**src/rtl/ale_pkg.sv**
```systemverilog
// ----------------------------------------------------------------------------
// ale_pkg
// shared types and constants of the associated legendre evaluator
// ----------------------------------------------------------------------------
package ale_pkg;

  localparam int unsigned MAX_DEGREE = 63;
  localparam int unsigned DEG_W      = 6;
  localparam int unsigned ARG_W      = 32;
  localparam int unsigned VAL_W      = 32;
  localparam int unsigned IN_DATA_W  = 48;

  // operand selection for the arithmetic units
  typedef enum logic [3:0] {
    SRC_NONE,
    SRC_XX,
    SRC_TS,
    SRC_P2X,
    SRC_UC,
    SRC_P1X,
    SRC_P2R,
    SRC_DT,
    SRC_DC0,
    SRC_DC,
    SRC_DR,
    SRC_QT,
    SRC_QQ
  } src_t;

  // write-back target for a finished unit result
  typedef enum logic [3:0] {
    DST_NONE,
    DST_S,
    DST_TM,
    DST_TD,
    DST_P2,
    DST_Q,
    DST_C,
    DST_R,
    DST_U,
    DST_P1F,
    DST_STEP
  } dst_t;

  typedef struct packed {
    logic load;
    logic mul_go;
    logic div_go;
    logic sqrt_go;
    src_t src;
    logic wb;
    dst_t dst;
    logic zero_p;
    logic out_load;
  } ale_cmd_t;

  typedef struct packed {
    logic lt;
    logic eq;
    logic k_gt;
    logic i_gt;
    logic mul_done;
    logic div_done;
    logic sqrt_done;
  } ale_sts_t;

endpackage

```
**src/rtl/ale_ctrl.sv**
```systemverilog
// ----------------------------------------------------------------------------
// ale_ctrl
// sequencer: start product loop, square roots and upward recurrence
// ----------------------------------------------------------------------------
module ale_ctrl (
  input  logic              clk,
  input  logic              rst_n,
  input  logic              in_tvalid,
  output logic              in_tready,
  output logic              out_tvalid,
  input  logic              out_tready,
  output ale_pkg::ale_cmd_t cmd,
  input  ale_pkg::ale_sts_t sts
);

  typedef enum logic [4:0] {
    ST_IDLE, ST_CHK, ST_XX, ST_KCHK, ST_TS, ST_TD, ST_SQT, ST_C0D, ST_C0S,
    ST_P2X, ST_UC0, ST_ICHK, ST_CD, ST_CS, ST_RD, ST_RS, ST_P1X, ST_UC,
    ST_P2R, ST_FIN
  } state_t;

  typedef enum logic [1:0] {U_NONE, U_MUL, U_DIV, U_SQRT} unit_t;

  state_t        state_r, state_nxt, after;
  logic          phase_r, phase_nxt;
  logic          out_valid_r, out_valid_nxt;
  unit_t         unit;
  ale_pkg::src_t src;
  ale_pkg::dst_t dst;
  logic          unit_done;

  // per-state unit call
  always_comb begin
    unit  = U_NONE;
    src   = ale_pkg::SRC_NONE;
    dst   = ale_pkg::DST_NONE;
    after = ST_IDLE;
    case (state_r)
      ST_XX:  begin unit = U_MUL;  src = ale_pkg::SRC_XX;  dst = ale_pkg::DST_S;   after = ST_KCHK; end
      ST_TS:  begin unit = U_MUL;  src = ale_pkg::SRC_TS;  dst = ale_pkg::DST_TM;  after = ST_TD;   end
      ST_TD:  begin unit = U_DIV;  src = ale_pkg::SRC_DT;  dst = ale_pkg::DST_TD;  after = ST_KCHK; end
      ST_SQT: begin
        unit = U_SQRT; src = ale_pkg::SRC_QT; dst = ale_pkg::DST_P2;
        after = sts.eq ? ST_FIN : ST_C0D;
      end
      ST_C0D: begin unit = U_DIV;  src = ale_pkg::SRC_DC0; dst = ale_pkg::DST_Q;   after = ST_C0S;  end
      ST_C0S: begin unit = U_SQRT; src = ale_pkg::SRC_QQ;  dst = ale_pkg::DST_C;   after = ST_P2X;  end
      ST_P2X: begin unit = U_MUL;  src = ale_pkg::SRC_P2X; dst = ale_pkg::DST_U;   after = ST_UC0;  end
      ST_UC0: begin unit = U_MUL;  src = ale_pkg::SRC_UC;  dst = ale_pkg::DST_P1F; after = ST_ICHK; end
      ST_CD:  begin unit = U_DIV;  src = ale_pkg::SRC_DC;  dst = ale_pkg::DST_Q;   after = ST_CS;   end
      ST_CS:  begin unit = U_SQRT; src = ale_pkg::SRC_QQ;  dst = ale_pkg::DST_C;   after = ST_RD;   end
      ST_RD:  begin unit = U_DIV;  src = ale_pkg::SRC_DR;  dst = ale_pkg::DST_Q;   after = ST_RS;   end
      ST_RS:  begin unit = U_SQRT; src = ale_pkg::SRC_QQ;  dst = ale_pkg::DST_R;   after = ST_P1X;  end
      ST_P1X: begin unit = U_MUL;  src = ale_pkg::SRC_P1X; dst = ale_pkg::DST_U;   after = ST_UC;   end
      ST_UC:  begin unit = U_MUL;  src = ale_pkg::SRC_UC;  dst = ale_pkg::DST_U;   after = ST_P2R;  end
      ST_P2R: begin unit = U_MUL;  src = ale_pkg::SRC_P2R; dst = ale_pkg::DST_STEP; after = ST_ICHK; end
      default: ;
    endcase
  end

  always_comb begin
    case (unit)
      U_MUL:   unit_done = sts.mul_done;
      U_DIV:   unit_done = sts.div_done;
      U_SQRT:  unit_done = sts.sqrt_done;
      default: unit_done = 1'b0;
    endcase
  end

  always_comb begin
    cmd           = '0;
    state_nxt     = state_r;
    phase_nxt     = phase_r;
    out_valid_nxt = out_valid_r && !out_tready;
    if (unit != U_NONE) begin
      if (!phase_r) begin
        cmd.mul_go  = (unit == U_MUL);
        cmd.div_go  = (unit == U_DIV);
        cmd.sqrt_go = (unit == U_SQRT);
        cmd.src     = src;
        phase_nxt   = 1'b1;
      end else if (unit_done) begin
        cmd.wb    = 1'b1;
        cmd.dst   = dst;
        phase_nxt = 1'b0;
        state_nxt = after;
      end
    end else begin
      case (state_r)
        ST_IDLE: begin
          if (in_tvalid) begin
            cmd.load  = 1'b1;
            state_nxt = ST_CHK;
          end
        end
        ST_CHK: begin
          if (sts.lt) begin
            cmd.zero_p = 1'b1;
            state_nxt  = ST_FIN;
          end else begin
            state_nxt = ST_XX;
          end
        end
        ST_KCHK: state_nxt = sts.k_gt ? ST_SQT : ST_TS;
        ST_ICHK: state_nxt = sts.i_gt ? ST_FIN : ST_CD;
        ST_FIN: begin
          if (!out_valid_r || out_tready) begin
            cmd.out_load  = 1'b1;
            out_valid_nxt = 1'b1;
            state_nxt     = ST_IDLE;
          end
        end
        default: state_nxt = ST_IDLE;
      endcase
    end
  end

  always_ff @(posedge clk) begin
    if (!rst_n) begin
      state_r     <= ST_IDLE;
      phase_r     <= 1'b0;
      out_valid_r <= 1'b0;
    end else begin
      state_r     <= state_nxt;
      phase_r     <= phase_nxt;
      out_valid_r <= out_valid_nxt;
    end
  end

  assign in_tready  = (state_r == ST_IDLE);
  assign out_tvalid = out_valid_r;

endmodule

```
**config.mk**
```make
export PLATFORM = sky130hd
export DESIGN_NAME = ale_ctrl
export DESIGN_NICKNAME = d
export VERILOG_FILES = /design/src/rtl/ale_pkg.sv /design/src/rtl/ale_ctrl.sv
export SDC_FILE = /design/constraint.sdc
export NUM_CORES = 1
export LEC_CHECK = 0
export BUFFER_PORTS_ARGS = -buffer_cell sky130_fd_sc_hd__buf_2
export CAP_MARGIN = 20
export CORE_UTILIZATION = 35
export DETAILED_ROUTE_END_ITERATION = 10
export SETUP_SLACK_MARGIN = 0.05
export SLEW_MARGIN = 20
export SYNTH_ARGS = -nofsm -noshare
export SYNTH_HDL_FRONTEND = slang
export SYNTH_SLANG_ARGS = --single-unit
```
**constraint.sdc**
```tcl
create_clock -name clk -period 2 [get_ports clk]
set_input_delay 0 -clock clk [delete_from_list [all_inputs] [get_ports clk]]
set_output_delay 0 -clock clk [all_outputs]
set_load 0.02 [all_outputs]
```
# Word level (Yosys, flattened, before mapping)
# Index checks and enable logic that the tools add are counted.
# classes
muxes	32
n_div	0
reduce_logical	17
bitwise	0
shift	0
n_eq_ne	26
order_cmp	0
n_addsub	0
n_mul	0
# op_table
op	count
$pmux 5 s13	1
$mux 5	10
$pmux 4 s12	1
$eq 5x4->1 const B	8
$pmux 4 s10	1
$pmux 5 s5	1
$eq 5x3->1 const B	4
$eq 5x5->1 const B	4
$mux 1	12
$mux 12	1
$eq 5x2->1 const B	2
$reduce_or 3->1	3
$reduce_or 2->1	4
$reduce_or 4->1	2
$mux 7	1
$reduce_or 7->1	1
$pmux 2 s3	1
$eq 5x1->1 const B	1
$logic_not 5->1	1
$eq 2x2->1 const B	2
$mux 2	2
$ne 2x2->1 const B	2
$reduce_and 4->1	1
$ne 3x2->1 const B	1
other kinds (7)	8
# word_totals
regBits	7
latch_bits	0
n_memories	0
romBits	0
input_bits	11
wordCells	78
ramBits	0

# Longest topological paths before layout
# depth
ltp_word	8
mapped_depth	8
mapped_depth_nobuf	6

# Least setup slack after synthesis
# Ideal clock, no wire load.
# synth_path
path_type	register to output
startpoint	register state_r[2]
endpoint	output port cmd[5] (netlist name)
t_required_ns	2.000
stages_incl_launch_ff	5
path_slack_ns	0.163
path_buffers	0
arrival_time_ns	1.837
cell_sequence	dfxtp_1 > o21a_1 > a311oi_2 > nand3_2 > a2111oi_2
# synth_lines
item	line	text
start: declaration	ale_ctrl.sv:24	state_t state_r, state_nxt, after;
start signal: assignment	ale_ctrl.sv:124	state_r <= state_nxt;
end: declaration	ale_ctrl.sv:12	output ale_pkg::ale_cmd_t cmd,

==> key figures <==
Finish
  • # fillers: approximately 260
  • Fin util: 59.6%
  • Synthesis-to-finish area growth: 60.5%
  • NumNets Final: 220
  • Share of cells above drive strength 1: between 50 and 60%
  • Final instance area: 1640 um^2
  • Antenna Diode Count: 0

Logic synthesis
  • Mapped Cells: 148
  • Seq cells post-synth: 7
  • Synth top area share: a little over an eighth
  • Adder-Cell Fraction of Synth Area: 0%
  • Synth area leaders: dfxtp_1 14%, nor2_1 7.3%, nand2_1 6.6%
  • Post-Synth Simple-Gate Area: 37.5%
  • Synth Area in Compound Gates: 31.5%
  • Number of synthesized flops with an enable pin: 0
  • Yosys top cell by area: dfxtp_1
  • Average size of a mapped cell: just under 7 um^2
  • Post-synthesis mux area share: 4.89%
  • Post-Syn Nets: 159
  • Post-synthesis xor/xnor area fraction: 2.57%
  • Largest family of logic cells by synthesized area: simple AND/OR/NAND/NOR gates
  • Synth async-reset ratio: 0%
  • Post-Syn Area: 1020 um^2
  • Post-synthesis sequential area ratio: a little over an eighth
  • Commonest cells in the netlist: 20 x nor2_1, 18 x nand2_1, 9 x a21oi_1
  • Synth unique cells: 49
  • Synth Warn #: 0
  • Synth Flop Type: dfxtp_1
  • Cell with the most instances after synthesis: nor2_1

Route
  • DRC: 0
  • Wirelength, routed: between 3 and 4 mm
  • Routed vias/inst: 5.54
  • Via count: 1323
  • Routed wire per std cell: 14.4 um
  • Initial DRC Count: 53
  • ANT nets after route: 0
  • First-pass DRT Iterations: 4

Global route
  • First-pass GRT wire length: 5.56 mm
  • Grt total ovfl: 0
  • Vias in the first global route: between 1000 and 1500
  • Initial antenna violation count: 0
  • Largest net degree at the start of global routing: 17
  • GR Util All Layers: 21.9%

Worst setup path
  • Type of origin of the critical path: register
  • CP Max Fanout: 6
  • Crit path required time: around 2.0 ns
  • CP arrival: 2.01 ns
  • Crit end category: primary output
  • CP Class: reg -> out

Die
  • Die height: 56.1 um
  • DIE AREA: 3140 um^2
  • IO Pins: 28
  • Initial Utilization: 37.1%
  • DIE WIDTH: 56.1 um
  • Core area: 2760 um^2
  • Core Rows: 19

STA
  • Slew at the pin closest to its max-slew limit: approximately 0.43 ns
  • PnR worst setup slack: -0.00910 ns
  • Setup Skew: between 0.009 and 0.01 ns
  • Setup TNS: -0.00910 ns
  • Worst rel slew slack: 71.5%
  • Fin. Hold Viols: 0
  • Max-slew violations: 0
  • Fin crit share: 100%
  • RSZ-0062 raised after global routing: true
  • Fmax: 498 MHz
  • Crit path time final: 2.01 ns
  • Setup violators final: 1

Power
  • Leakage: 0.746 nW
  • Power per cell area: ~1300 nW/um^2
  • Pwr Total: 0.00218 W
  • Worst vdd ir: 793 uV

Placed design
  • Pre-CTS setup slack: 0.00532 ns
  • Dpl hpwl: 2.34 mm
  • PortBufs: 27
  • DP Area: 1300 um^2
  • GP Congestion: roughly 0.85

Clock tree
  • Num Clock Sinks: 7
  • Max clock buf depth: 2
  • Clock slew at reported path FFs: 0.07 ns
  • Skew-Pair Late Insertion Delay: roughly 0.26 ns
  • CTS tree: yes
  • H-tree Lvls: 1
  • CTS Buf Count: 3
  • Clock Tree Root: clkbuf_4

Outcome
  • Status: finished with violations
  • Failing checks: setup timing

Run
  • Max-cap violations: 0

Worst hold path
  • Worst hold path class: in -> reg
-- path summary, 6_finish.rpt --
path,startpoint,to,slack (ns),cells after the start
setup / recovery,state_r[3],cmd[4],-0.009,10
hold / removal,rst_n,state_r[1],0.06,2
setup reg to reg,state_r[3],phase_r,0.06,11
hold reg to reg,state_r[3],state_r[3],0.68,3
-- area by class of cell --
cell class / count / area (um^2) / share of cell area [%]
clock inverters: 1 / 5.00 / 0.305
well taps: 31 / 38.8 / 2.36
flip-flops and latches: 7 / 156 / 9.52
repair buffers: 70 / 519 / 31.6
inverters: 7 / 26.3 / 1.60
multi-input cells: 120 / 875 / 53.2
clock buffers: 3 / 22.5 / 1.37
-- metrics by stage --
| stage | cells | hold WS (ns) |
|---|---|---|
| after floorplan | 148 | 0.151 |
| after global placement | 214 | 0.330 |
| after detailed placement | 214 | 0.333 |
| after CTS | 233 | 0.0513 |
| after global routing | 239 | 0.0775 |
| final | 239 | 0.0613 |
-- routing by layer --
metal  vias to the layer above  share of wire [%]  wire length [um]  GRT usage, %
li1                        654                  -                 -             -
met3                         4                4.4               152          2.09
met5                         -                  0                 0             0
met4                         0                1.2                40          9.76
met1                       623                 44              1520          28.6
met2                        42                 50              1730          36.6
-- critical path, cell delays in order (launching register included) --
cell and delay [ns]:
dfxtp_4 0.41, buf_6 0.13, buf_4 0.10, inv_2 0.05, o211a_1 0.14, o41ai_4 0.34, nand3_2 0.13, nand3_4 0.11
buf_6 0.14, nor3_2 0.04, buf_4 0.16
-- state kept, by name (all words and copies together), names as in the netlist --
register	flops
state_r	5
out_tvalid	1
phase_r	1
-- timing repair --
| item | 4_1_cts | 5_1_grt |
|---|---|---|
| resized for setup | 17 | 28 |
| pin swaps | 9 | 9 |
| hold buffers | 0 | 0 |
| endpoints found under the setup margin | 7 | 12 |
| hold endpoints to repair | 0 | 0 |
| setup buffers | 15 | 9 |
-- cell usage in the layout (no fill, tap or decap), types with 3 or more instances in the layout --
cell	Yosys	layout
a21oi_1	9	8
a22oi_1	4	4
buf_2	4	21
buf_4	2	40
buf_6	1	7
clkbuf_4	0	3
dfxtp_4	0	4
inv_1	6	5
mux2i_1	5	5
nand2_1	18	18
nand4_1	3	3
nor2_1	20	17
nor2_2	1	4
nor2b_1	7	4
nor3_1	6	5
o21ai_0	4	4
xnor2_1	3	3
-- kinds of logic (layout without fill, tap and decap cells) --
logic type | Yosys count | in the layout
AO/OA/AOI/OAI | 40 | 40
XOR/XNOR | 3 | 3
buffers and inverters | 21 | 81
flip-flops | 7 | 7
multiplexers | 5 | 5
AND/OR/NAND/NOR | 72 | 72
-- power by group --
group / total, W / switching, W / leakage [nW] / internal (W)
Sequential: 0.000249 / 0.0000607 / 0.0605 / 0.000188
Clock: 0.000138 / 0.0000641 / 0.0177 / 0.0000736
Combinational: 0.00179 / 0.000915 / 0.668 / 0.000877
Total: 0.00218 / 0.00104 / 0.746 / 0.00114
Note: power is estimated with default switching activity, not from simulation.
